===== src/hw/rtl/lfod_pkg.sv =====
package lfod_pkg;

    localparam int LineCapacityDefault = 63;
    localparam logic [7:0] NEWLINE_CODE = 8'h0A;

    typedef struct packed {
        logic load;
        logic shift;
    } cell_ctrl_t;

    typedef enum logic [1:0] {
        ST_FILL = 2'b01,
        ST_EMIT = 2'b10
    } state_t;

endpackage


===== src/hw/rtl/line_framer_with_overflow_drop_top.sv =====
// Channel | Direction | Handshake           | Payload
// input   | in        | in_valid, in_ready  | data_byte[7:0]
// output  | out       | out_valid, out_ready| line_byte[7:0], last_of_line
//
// Each accepted input word goes into the cell at the fill position, except in drop mode.
// A newline ends the line, and the row of cells then shifts one word a cycle toward
// the head while the output is ready. The input is not ready while a line is being sent.
// Reset clears the fill count, the drop mode and the sending state; cell contents
// are not reset. A stalled output holds its word, since the row shifts only on acceptance.
module line_framer_with_overflow_drop_top #(
    parameter int LINE_CAPACITY = lfod_pkg::LineCapacityDefault
) (
    input  logic       clk,
    input  logic       rst_n,
    input  logic       in_valid,
    output logic       in_ready,
    input  logic [7:0] data_byte,
    output logic       out_valid,
    input  logic       out_ready,
    output logic [7:0] line_byte,
    output logic       last_of_line
);

    localparam int CNT_W = $clog2(LINE_CAPACITY + 1);

    lfod_pkg::cell_ctrl_t ctrl;
    logic [CNT_W-1:0]     fill;
    logic [7:0]           q [LINE_CAPACITY];

    lfod_ctrl #(
        .LINE_CAPACITY(LINE_CAPACITY),
        .CNT_W        (CNT_W)
    ) u_ctrl (
        .clk         (clk),
        .rst_n       (rst_n),
        .in_valid    (in_valid),
        .in_ready    (in_ready),
        .data_byte   (data_byte),
        .out_valid   (out_valid),
        .out_ready   (out_ready),
        .last_of_line(last_of_line),
        .ctrl        (ctrl),
        .fill        (fill)
    );

    for (genvar i = 0; i < LINE_CAPACITY; i++)
    begin : g_cell
        logic [7:0] nbr;
        if (i == LINE_CAPACITY - 1)
        begin : g_tail
            assign nbr = q[i];
        end
        else
        begin : g_mid
            assign nbr = q[i+1];
        end
        lfod_cell #(
            .IDX  (i),
            .CNT_W(CNT_W)
        ) u_cell (
            .clk (clk),
            .ctrl(ctrl),
            .fill(fill),
            .din (data_byte),
            .nbr (nbr),
            .q   (q[i])
        );
    end

    assign line_byte = q[0];

endmodule


===== src/hw/rtl/lfod_cell.sv =====
module lfod_cell #(
    parameter int IDX   = 0,
    parameter int CNT_W = 6
) (
    input  logic               clk,
    input  lfod_pkg::cell_ctrl_t ctrl,
    input  logic [CNT_W-1:0]   fill,
    input  logic [7:0]         din,
    input  logic [7:0]         nbr,
    output logic [7:0]         q
);

    logic [7:0] q_reg;

    always_ff @(posedge clk)
    begin
        if (ctrl.shift)
        begin
            q_reg <= nbr;
        end
        else if (ctrl.load && (fill == CNT_W'(IDX)))
        begin
            q_reg <= din;
        end
    end

    assign q = q_reg;

endmodule


===== src/hw/rtl/lfod_ctrl.sv =====
module lfod_ctrl #(
    parameter int LINE_CAPACITY = lfod_pkg::LineCapacityDefault,
    parameter int CNT_W         = $clog2(LINE_CAPACITY + 1)
) (
    input  logic                 clk,
    input  logic                 rst_n,
    input  logic                 in_valid,
    output logic                 in_ready,
    input  logic [7:0]           data_byte,
    output logic                 out_valid,
    input  logic                 out_ready,
    output logic                 last_of_line,
    output lfod_pkg::cell_ctrl_t ctrl,
    output logic [CNT_W-1:0]     fill
);

    lfod_pkg::state_t state_reg, state_next;
    logic [CNT_W-1:0] fill_reg, fill_next;
    logic [CNT_W-1:0] remain_reg, remain_next;
    logic             drop_reg, drop_next;
    logic             in_acc;
    logic             out_acc;
    logic             is_nl;
    logic [CNT_W-1:0] fill_inc;

    assign in_ready     = (state_reg == lfod_pkg::ST_FILL);
    assign out_valid    = (state_reg == lfod_pkg::ST_EMIT);
    assign in_acc       = in_valid && in_ready;
    assign out_acc      = out_valid && out_ready;
    assign is_nl        = (data_byte == lfod_pkg::NEWLINE_CODE);
    assign fill_inc     = fill_reg + CNT_W'(1);
    assign last_of_line = (remain_reg == CNT_W'(1));
    assign ctrl.load    = in_acc && !drop_reg;
    assign ctrl.shift   = out_acc;
    assign fill         = fill_reg;

    always_comb
    begin
        state_next  = state_reg;
        fill_next   = fill_reg;
        remain_next = remain_reg;
        drop_next   = drop_reg;
        case (state_reg)
            lfod_pkg::ST_FILL:
            begin
                if (in_acc)
                begin
                    if (drop_reg)
                    begin
                        if (is_nl)
                        begin
                            drop_next = 1'b0;
                        end
                    end
                    else if (is_nl)
                    begin
                        remain_next = fill_inc;
                        fill_next   = '0;
                        state_next  = lfod_pkg::ST_EMIT;
                    end
                    else if (fill_inc >= CNT_W'(LINE_CAPACITY))
                    begin
                        fill_next = '0;
                        drop_next = 1'b1;
                    end
                    else
                    begin
                        fill_next = fill_inc;
                    end
                end
            end
            lfod_pkg::ST_EMIT:
            begin
                if (out_acc)
                begin
                    remain_next = remain_reg - CNT_W'(1);
                    if (last_of_line)
                    begin
                        state_next = lfod_pkg::ST_FILL;
                    end
                end
            end
            default:
            begin
                state_next = lfod_pkg::ST_FILL;
            end
        endcase
    end

    always_ff @(posedge clk or negedge rst_n)
    begin
        if (!rst_n)
        begin
            state_reg  <= lfod_pkg::ST_FILL;
            fill_reg   <= '0;
            remain_reg <= '0;
            drop_reg   <= 1'b0;
        end
        else
        begin
            state_reg  <= state_next;
            fill_reg   <= fill_next;
            remain_reg <= remain_next;
            drop_reg   <= drop_next;
        end
    end

endmodule


===== config.mk =====
export PLATFORM = sky130hd
export DESIGN_NAME = line_framer_with_overflow_drop_top
export DESIGN_NICKNAME = d
export VERILOG_FILES = /design/src/hw/rtl/lfod_pkg.sv /design/src/hw/rtl/line_framer_with_overflow_drop_top.sv /design/src/hw/rtl/lfod_cell.sv /design/src/hw/rtl/lfod_ctrl.sv
export SDC_FILE = /design/constraint.sdc
export NUM_CORES = 1
export LEC_CHECK = 0
export BUFFER_PORTS_ARGS = -buffer_cell sky130_fd_sc_hd__buf_4
export CAP_MARGIN = 30
export CORE_MARGIN = 2
export CORE_UTILIZATION = 45
export CTS_CLUSTER_SIZE = 40
export DETAILED_ROUTE_END_ITERATION = 10
export SLEW_MARGIN = 20
export SYNTH_ARGS = -nofsm -noshare
export SYNTH_HDL_FRONTEND = slang
export SYNTH_HIERARCHICAL = 1
export SYNTH_SLANG_ARGS = --single-unit

===== constraint.sdc =====
create_clock -name clk -period 4.83 [get_ports clk]
set_input_delay 0.966 -clock clk [delete_from_list [all_inputs] [get_ports clk]]
set_output_delay 0.966 -clock clk [all_outputs]
set_load 0.02 [all_outputs]

==> results.yml, run 1 <==
die:
  io_pins: 23
  die_w_um: 244
  dieArea_um2: 59600
  die_y_um: 244
  core_area_um2: 56700
  std_cell_rows: 87
  initial_core_util_pct: 45.7
timing:
  fin_crit_ps: 3070
  fin_crit_sh_pct: 63.6
  setup_tns_ps: 0
  setup_viol: 0
  slew_violations: 0
  fmax_mhz: 326
  slew_headroom_pct: 37.4
  rsz0062_at_grt: "false"
  fin_skew_ps: 23.3
  max_slew.worst_pin.slew_ps: 929
  final-hold-violation-count: 0
worst_setup_path:
  r2r_end: "g_cell[24].u_cell/q[5]$_DFFE_PP_"
  endpoint_kind: "flop"
  critPathLaunchType: "flop"
  cp_max_fo: 76
  r2r_start: "u_ctrl/state_reg[0]$_DFFE_PN1P_"
  criticalPathCategory: "reg -> reg"
  cp.arrival_ps: 3390
  r2r_cells: 7
  rrSetupSlack_ps: 1760
  critPathRequiredTime_ps: 5150
placement:
  portBuffers: 22
  gp_congestion: 0.752
  dpl.hpwl_mm: 26.1
cells_and_area:
  seqCellArea_um2: 15500
  multi_input_comb_area_um2: 9530
  largest_register_ffs: 504
  nNetsFinal: 1477
  fill_cells: 4629
  syn2layout_area_growth_pct: 10.1
  post-route-util_pct: 50.3
  antennaDiodeCount: 0
  drive_gt1_share_pct: 47.6
power_and_ir_drop:
  seq_power_share_pct: 49.8
  switching_share_pct: 25.3
  p_int_mw: 8.00
  leakagePower_nw: 10.3
  power.density_nw_per_um2: 375
  max-vdd-ir-drop_uv: 284
  p_comb_share_pct: 12.0
  p_sw_mw: 2.71
  clockPowerShare_pct: 38.2
synth:
  ys_seq_area_share_pct: 59.8
  syn_inst: 1390
  yosysWarnings: 6
  ys_seq_elements: 519
  syn-cell-area_um2: 25900
  synth_fp_nets: 1406
  syn_avg_cell_area_um2: 18.7
  synth.distinct_cells: 53
clock_tree:
  clockBufferDepth: 3
  clock_latency_ps: 610
  ctsResizeCount: 0
  clock-root-buffer: "clkbuf_16"
  postCtsSetupBuffers: 0
  path_clk_slew_ps: 60
  cts_hold_buf: 0
  tritoncts: "yes"
  h-tree-depth: 2
  cts-buffers-inserted: 57
  clock-sinks: 519
flow_run:
  cap_violations: 0
global_routing:
  grt_start_max_net_pins: 77
  grt_use_total_pct: 16.2
  first_global_vias: 12600
  antenna_found_initial: 0
  grt_pass1_wl_mm: 75.0
  grt_overflow_total: 0
drt:
  wl_mm: 48.3
  routed_via_density: 5.45
  drt_iter0_markers: 857
  vias: 12300
  firstDrtPassIters: 5
  drc: 0
  wire_per_inst_um: 21.3
  antenna_left: 0
outcome:
  status: "finished, final reports clean"
worst_hold_path:
  hp-class: "in -> async"
how the worst max path moves through the flow:
stage,from,to,slack [ps],depth (start not counted)
finish,u_ctrl/state_reg[0]$_DFFE_PN1P_,g_cell[24].u_cell/q[5]$_DFFE_PP_,1760,7
global route,u_ctrl/state_reg[0]$_DFFE_PN1P_,g_cell[11].u_cell/q[1]$_DFFE_PP_,1590,5
CTS,u_ctrl/state_reg[0]$_DFFE_PN1P_,g_cell[11].u_cell/q[6]$_DFFE_PP_,1780,5
detailed placement,in_valid,g_cell[11].u_cell/q[6]$_DFFE_PP_,1400,6
global placement,in_valid,g_cell[11].u_cell/q[6]$_DFFE_PP_,1490,6
floorplan,in_valid,g_cell[52].u_cell/q[0]$_DFFE_PP_,1600,5
per-stage QoR:
stage / instance area, µm² / hold slack [ps] / instances / total power [mW] / setup slack [ps]
after global routing: 28600 / 183 / 2265 / 11.1 / 1590
after floorplan: 25900 / 452 / 1390 / 6.16 / 1600
after global placement: 26800 / 475 / 2156 / 6.67 / 1490
final: 28600 / 201 / 2265 / 10.7 / 1760
after CTS: 28500 / 163 / 2263 / 10.8 / 1780
after detailed placement: 26800 / 478 / 2156 / 6.69 / 1400
layout make-up:
class                   instances  area share, %
clock buffers                  80           5.48
multi-input cells             763           33.4
repair buffers                 82           2.36
inverters                      38          0.500
flip-flops and latches        519           54.3
clock inverters                27          0.622
well taps                     756           3.31
metal layers:
layer  wire (µm)  GRT usage [%]  up-vias
met5           0              0        -
met4        1040           5.06        0
met3        2370           2.60       71
met2       21500           24.7      280
met1       23300           23.6     6347
li1            -              -     5637
cell families (layout without fill, tap and decap cells):
family	after synthesis	in the layout	share of synthesized area, %
AOI/OAI and AO/OA	98	98	3.32
xor gates and xnor gates	2	2	0.0676
adders and majority gates	4	4	0.193
buffers and inverters	108	227	3.44
DFF	519	519	59.8
muxes	504	504	29.2
and+or+nand+nor	155	155	3.98
cell usage in the layout, fill, tap and decap left out, types with 3 or more instances in the layout:
cell,instances
o41ai_1,6
a41o_1,6
a21oi_1,8
buf_4,75
dfrtp_1,8
o211ai_1,4
clkinv_1,16
inv_1,37
nand4_1,12
nand4b_1,14
o22a_1,3
nand3_1,5
nor4bb_1,6
o31ai_1,14
nand2_1,28
nor2b_1,12
dfrtp_2,6
clkinv_2,6
nor2_1,20
mux2_4,504
nor4b_1,3
and4bb_2,7
a41o_2,20
buf_12,5
clkbuf_16,59
a21o_2,9
a31o_2,5
edfxtp_1,504
o41ai_2,5
o21ai_1,9
ha_1,4
nor3_1,8
nor3b_1,20
and4b_1,4
clkbuf_1,20
cell usage after synthesis (all sizes together):
cell,n,area [µm²]
nand3b,2,15.0
nor3,8,40.0
o22a,4,36.3
nor4bb,6,60.1
xor2,2,17.5
and4b,4,40.0
nor4,2,27.5
a21oi,8,40.0
and4bb,7,87.6
mux2,504,7570
a21boi,1,7.51
o41ai,11,134
nor2,20,75.1
and4,1,8.76
or3,3,23.8
nand4,12,75.1
o31ai,14,105
and3b,2,17.5
a41o,26,285
a32oi,1,16.3
nand4bb,1,11.3
nand2,28,105
o21ai,11,55.1
a31o,5,43.8
nand2b,2,12.5
and2,1,6.26
nor3b,21,163
nand3,5,25.0
nor4b,4,41.3
a31oi,2,12.5
a21o,10,86.3
nand4b,14,123
nor2b,12,75.1
ha,4,50.1
a2bb2oi,1,8.76
o211ai,4,30.0
dfstp,1,26.3
dfrtp,14,350
buf,70,749
inv,38,143
edfxtp,504,15100
critical path: stages (launching register included):
cell and delay, ps:
dfstp_2 370, nand2b_1 230, inv_1 380, and2_4 720, buf_12 500, inv_1 110, o41ai_2 100, buf_2 270
power groups by stage:
stage	clock network [mW]	logic (mW)	registers [mW]
floorplan	0	0.732	5.43
global placement	0	1.26	5.41
detailed placement	0	1.28	5.42
CTS	4.21	1.29	5.33
global route	4.38	1.39	5.35
finish	4.09	1.29	5.33
Note: power is estimated with default switching activity, not from simulation.
==> run 2, diff against run 1 <==
==> constraint.sdc (replaced) <==
create_clock -name clk -period 3.2 [get_ports clk]
set_input_delay 0.64 -clock clk [delete_from_list [all_inputs] [get_ports clk]]
set_output_delay 0.64 -clock clk [all_outputs]
set_load 0.02 [all_outputs]
==> run 2 against run 1 <==
  * Sequential cell count unchanged
  * Critical endpoint is now g_cell[3].u_cell/q[1]$_DFFE_PP_
  * Sequential share of layout area decreased by 0.23 points
  * Register-to-register slack got worse by 1200 ps
  * Highest routed layer unchanged
  * Via count decreased by 0.48%
==> results.yml, run 2 (synthesized netlist as in run 1, its figures left out) <==
power_and_ir_drop:
  p_comb_share_pct: 12.7
  seq_power_share_pct: 50.1
  p_int_mw: 12.0
  switching_share_pct: 24.7
  p_sw_mw: 3.95
  clockPowerShare_pct: 37.1
  power.density_nw_per_um2: 557
  max-vdd-ir-drop_uv: 458
  leakagePower_nw: 10.3
worst_setup_path:
  cp_max_fo: 36
  cp.arrival_ps: 2910
  critPathLaunchType: "flop"
  crit_path_top_delay_cell: "dfstp_2"
  cp_slowest_stage_delay_ps: 370
  cp_num_buf_inv: 3
  critical_path_depth: 6
  criticalPathCategory: "reg -> reg"
  crit_chain: "nand2b_1 -> inv_1 -> and2_4 -> buf_12 -> buf_4 -> a41o_1"
  r2r_cells: 6
  critPathRequiredTime_ps: 3450
  rrSetupSlack_ps: 550
  cp_top_family: "buffers and inverters"
  endpoint_kind: "flop"
clock_tree:
  tritoncts: "yes"
  clock-root-buffer: "clkbuf_16"
  h-tree-depth: 2
  clock-sinks: 519
  postCtsSetupBuffers: 0
  clock_latency_ps: 590
  clockBufferDepth: 3
  path_clk_slew_ps: 60
  cts-buffers-inserted: 55
cells_and_area:
  largest_register_ffs: 504
  nNetsFinal: 1491
  final_cell_mix: "504 x mux2_4, 504 x edfxtp_1, 83 x buf_4"
  design_area_um2: 28700
  antennaDiodeCount: 0
  drive_gt1_share_pct: 48.2
  syn2layout_area_growth_pct: 10.6
die:
  core_area_um2: 56700
  io_pins: 23
  die_w_um: 244
  initial_core_util_pct: 45.7
  std_cell_rows: 87
  dieArea_um2: 59600
  die_y_um: 244
timing:
  fin_crit_sh_pct: 83.0
  slew_headroom_pct: 37.2
  fmax_mhz: 377
  fin_skew_ps: 12.1
  rsz0062_at_grt: "false"
  final-hold-violation-count: 0
  max_slew.worst_pin.slew_ps: 943
  fin_crit_ps: 2650
  setup_viol: 0
  slew_violations: 0
  setup_tns_ps: 0
placement:
  place_area_um2: 27000
  portBuffers: 22
  gp_congestion: 0.777
  dpl.hpwl_mm: 26.1
drt:
  firstDrtPassIters: 4
  vias: 12300
  drt_iter0_markers: 793
  drc: 0
  antenna_left: 0
  wire_per_inst_um: 20.3
  routed_via_density: 5.40
  wl_mm: 46.2
global_routing:
  grt_start_max_net_pins: 102
  first_global_vias: 12700
  grt_overflow_total: 0
  antenna_found_initial: 0
  grt_pass1_wl_mm: 73.8
  grt_use_total_pct: 15.6
flow_run:
  cap_violations: 0
worst_hold_path:
  min_path_cells: 3
  hp-class: "in -> reg"
outcome:
  status: "finished, final reports clean"
run 2: timing repair:
item,4_1_cts,5_1_grt
endpoints found under the hold margin,14,0
resized for setup,0,0
hold buffers,1,0
run 2: power by group through the flow:
stage | clock, mW | combinational, mW | sequential [mW]
floorplan | 0 | 1.11 | 8.20
global placement | 0 | 1.96 | 8.15
detailed placement | 0 | 2.01 | 8.15
CTS | 6.14 | 2.03 | 8.01
global route | 6.38 | 2.22 | 8.04
finish | 5.93 | 2.04 | 8.01
run 2: metal layers:
| metal | routed length (µm) | global-route usage (%) |
|---|---|---|
| met5 | 0 | 0 |
| met3 | 1760 | 2.34 |
| met2 | 20700 | 24.1 |
| met1 | 22800 | 22.8 |
| met4 | 907 | 4.66 |
run 2: worst reg2reg max path: stages, from the launching register on:
cell	delay (ps)
dfstp_2	370
nand2b_1	240
inv_1	370
and2_4	340
buf_12	280
buf_4	340
a41o_1	370
run 2: cell type report:
cell class	instances	area [µm²]
multi-input combinational	763	9540
sequential	519	15500
tap	756	946
inverter	38	143
timing repair buffer	98	871
clock inverter	21	148
clock buffer	79	1510
fill	4595	28000
run 2: worst paths after layout:
kind / endpoint / from
max: g_cell[3].u_cell/q[1]$_DFFE_PP_ / u_ctrl/state_reg[0]$_DFFE_PN1P_
min: u_ctrl/state_reg[0]$_DFFE_PN1P_ / out_ready
max reg2reg: g_cell[3].u_cell/q[1]$_DFFE_PP_ / u_ctrl/state_reg[0]$_DFFE_PN1P_
min reg2reg: u_ctrl/drop_reg$_DFFE_PN0P_ / u_ctrl/drop_reg$_DFFE_PN0P_
max in group asynchronous: u_ctrl/state_reg[0]$_DFFE_PN1P_ / rst_n
min in group asynchronous: u_ctrl/fill[5]$_DFFE_PN0P_ / rst_n
run 2: metrics by stage:
step	setup WS, ps	hold slack (ps)	power (mW)	utilization, %	instances
floorplan	298	344	9.30	-	1390
global placement	483	474	10.1	47.6	2170
detailed placement	357	482	10.2	47.6	2171
CTS	514	265	16.2	50.5	2272
global route	349	309	16.6	50.6	2274
finish	545	312	16.0	50.6	2274
==> run 3, diff against run 2 <==
==> constraint.sdc (replaced) <==
create_clock -name clk -period 2.5 [get_ports clk]
set_input_delay 0.5 -clock clk [delete_from_list [all_inputs] [get_ports clk]]
set_output_delay 0.5 -clock clk [all_outputs]
set_load 0.02 [all_outputs]
==> run 3 against run 2 <==
  * Non-clock buffer count increased by 2
  * Core utilization increased by 0.66 points
  * Worst setup slack got worse by 340 ps
  * Clock power increased by 36%
  * Sequential power increased by 25%
  * Clock skew increased by 3.8 ps
==> results.yml, run 3 (synthesized netlist as in run 1, its figures left out) <==
global_routing:
  grt_overflow_total: 0
  grt_use_total_pct: 16.9
  first_global_vias: 13000
  grt_start_max_net_pins: 85
  antenna_found_initial: 0
  grt_pass1_wl_mm: 78.6
clock_tree:
  clock-sinks: 519
  clock_latency_ps: 590
  clock-root-buffer: "clkbuf_16"
  h-tree-depth: 2
  ctsResizeCount: 0
  cts-buffers-inserted: 55
  clockBufferDepth: 3
  tritoncts: "yes"
  path_clk_slew_ps: 60
worst_setup_path:
  critPathLaunchType: "flop"
  cp.arrival_ps: 1790
  cp-startpoint: "u_ctrl/remain_reg[2]$_DFFE_PN0P_"
  cp_max_fo: 5
  r2r_start: "u_ctrl/state_reg[0]$_DFFE_PN1P_"
  critPathRequiredTime_ps: 2000
  endpoint_kind: "primary output"
  rrSetupSlack_ps: 290
  crit_end: "last_of_line"
  cp_slowest_stage_delay_ps: 420
  r2r_end: "g_cell[3].u_cell/q[0]$_DFFE_PP_"
  crit_path_top_delay_cell: "dfrtp_1"
  cp_top_family: "simple AND/OR/NAND/NOR gates"
  r2r_cells: 5
  critical_path_depth: 3
  cp_num_buf_inv: 1
  criticalPathCategory: "reg -> out"
  crit_chain: "or3_4 -> nor3b_2 -> buf_4"
drt:
  wl_mm: 50.8
  wl_met2_mm: 23.6
  met1_length_mm: 24.0
  wl_met3_mm: 2.25
  top_layer: "met4"
  firstDrtPassIters: 5
  antenna_left: 0
  routed_via_density: 5.55
  drc: 0
  drt_iter0_markers: 857
  wire_per_inst_um: 22.3
  vias: 12600
cells_and_area:
  antennaDiodeCount: 0
  largest_register_ffs: 504
  post-route-util_pct: 51.2
  final_cell_count_no_fill: 2274
  fill_cells: 4516
  syn2layout_area_growth_pct: 12.0
  drive_gt1_share_pct: 49.5
  nNetsFinal: 1493
  final_cell_mix: "504 x mux2_4, 504 x edfxtp_1, 73 x buf_4"
die:
  dieArea_um2: 59600
  initial_core_util_pct: 45.7
  std_cell_rows: 87
  die_y_um: 244
  io_pins: 23
  core_area_um2: 56700
  die_w_um: 244
placement:
  gp_congestion: 0.735
  dpl.hpwl_mm: 27.1
  portBuffers: 22
  dp_cells: 2175
timing:
  fin_crit_ps: 2290
  fin_crit_sh_pct: 91.6
  setup_viol: 0
  rsz0062_at_grt: "false"
  slew_headroom_pct: 57.6
  final-hold-violation-count: 0
  slew_violations: 0
  max_slew.worst_pin.slew_ps: 635
  fin_skew_ps: 15.9
  fmax_mhz: 437
  setup_tns_ps: 0
power_and_ir_drop:
  seq_power_share_pct: 47.6
  p_int_mw: 15.8
  switching_share_pct: 25.3
  clockPowerShare_pct: 38.1
  max-vdd-ir-drop_uv: 750
  p_sw_mw: 5.34
  p_comb_share_pct: 14.4
  power.density_nw_per_um2: 727
  leakagePower_nw: 10.5
worst_hold_path:
  hp-class: "in -> reg"
flow_run:
  cap_violations: 0
outcome:
  status: "finished, final reports clean"
[run 3: changes by cell type in the layout (fill, tap and decap cells not counted), moves of 6 or more]
| cell | before | now |
|---|---|---|
| o41ai_2 | 5 | 11 |
| o41ai_1 | 6 | 0 |
| clkbuf_1 | 22 | 15 |
| o31ai_2 | 2 | 10 |
| buf_4 | 83 | 73 |
| buf_12 | 11 | 26 |
| o31ai_1 | 12 | 4 |
[run 3: power groups by stage]
stage               Sequential [mW]  Clock (mW)  Combinational [mW]
global placement               10.2           0                2.95
CTS                            10.0        8.29                3.01
global route                   10.1        8.58                3.20
detailed placement             10.2           0                2.99
floorplan                      10.5           0                1.43
finish                         10.0        8.04                3.04
[run 3: worst min-delay path, stage by stage]
cell and delay (ps):
buf_4 120, nand2_1 70, a21oi_1 70
[run 3: timing repair]
action | in CTS | in global routing
buffers inserted | 0 | 0
hold buffers | 1 | 0
setup endpoints to repair | 0 | 0
hold endpoints to repair | 15 | 0
[run 3: area by class of cell]
class	instances	area, µm²	area share (%)
Tap cell	756	946	3.26
Multi-Input combinational cell	763	9630	33.1
Clock buffer	70	1430	4.93
Sequential cell	519	15500	53.4
Inverter	38	143	0.491
Timing Repair Buffer	100	1080	3.71
Clock inverter	28	308	1.06
[run 3: metal layers]
| layer | vias to the layer above | track usage [%] |
|---|---|---|
| met2 | 242 | 27.1 |
| met4 | 0 | 4.41 |
| met3 | 73 | 2.56 |
| li1 | 5662 | - |
| met5 | - | 0 |
| met1 | 6634 | 24.0 |
[run 3: through the flow]
| step | area [µm²] | hold WS [ps] | worst slack [ps] | power (mW) |
|---|---|---|---|---|
| after floorplan | 26000 | 204 | -70.6 | 12.0 |
| after global placement | 27300 | 364 | 302 | 13.2 |
| after detailed placement | 27300 | 371 | 278 | 13.2 |
| after CTS | 29100 | 138 | 177 | 21.3 |
| after global routing | 29100 | 178 | 152 | 21.9 |
| final | 29100 | 178 | 209 | 21.1 |
[run 3: how the worst min path moves through the flow]
stage,from,endpoint,slack (ps),depth (start not counted)
2_1_floorplan,rst_n,u_ctrl/drop_reg$_DFFE_PN0P_,200,0
3_3_place_gp,rst_n,u_ctrl/remain_reg[5]$_DFFE_PN0P_,360,1
3_5_place_dp,rst_n,u_ctrl/remain_reg[5]$_DFFE_PN0P_,370,1
4_1_cts,out_ready,u_ctrl/state_reg[0]$_DFFE_PN1P_,140,3
5_1_grt,out_ready,u_ctrl/state_reg[0]$_DFFE_PN1P_,180,3
6_report,out_ready,u_ctrl/state_reg[0]$_DFFE_PN1P_,180,3
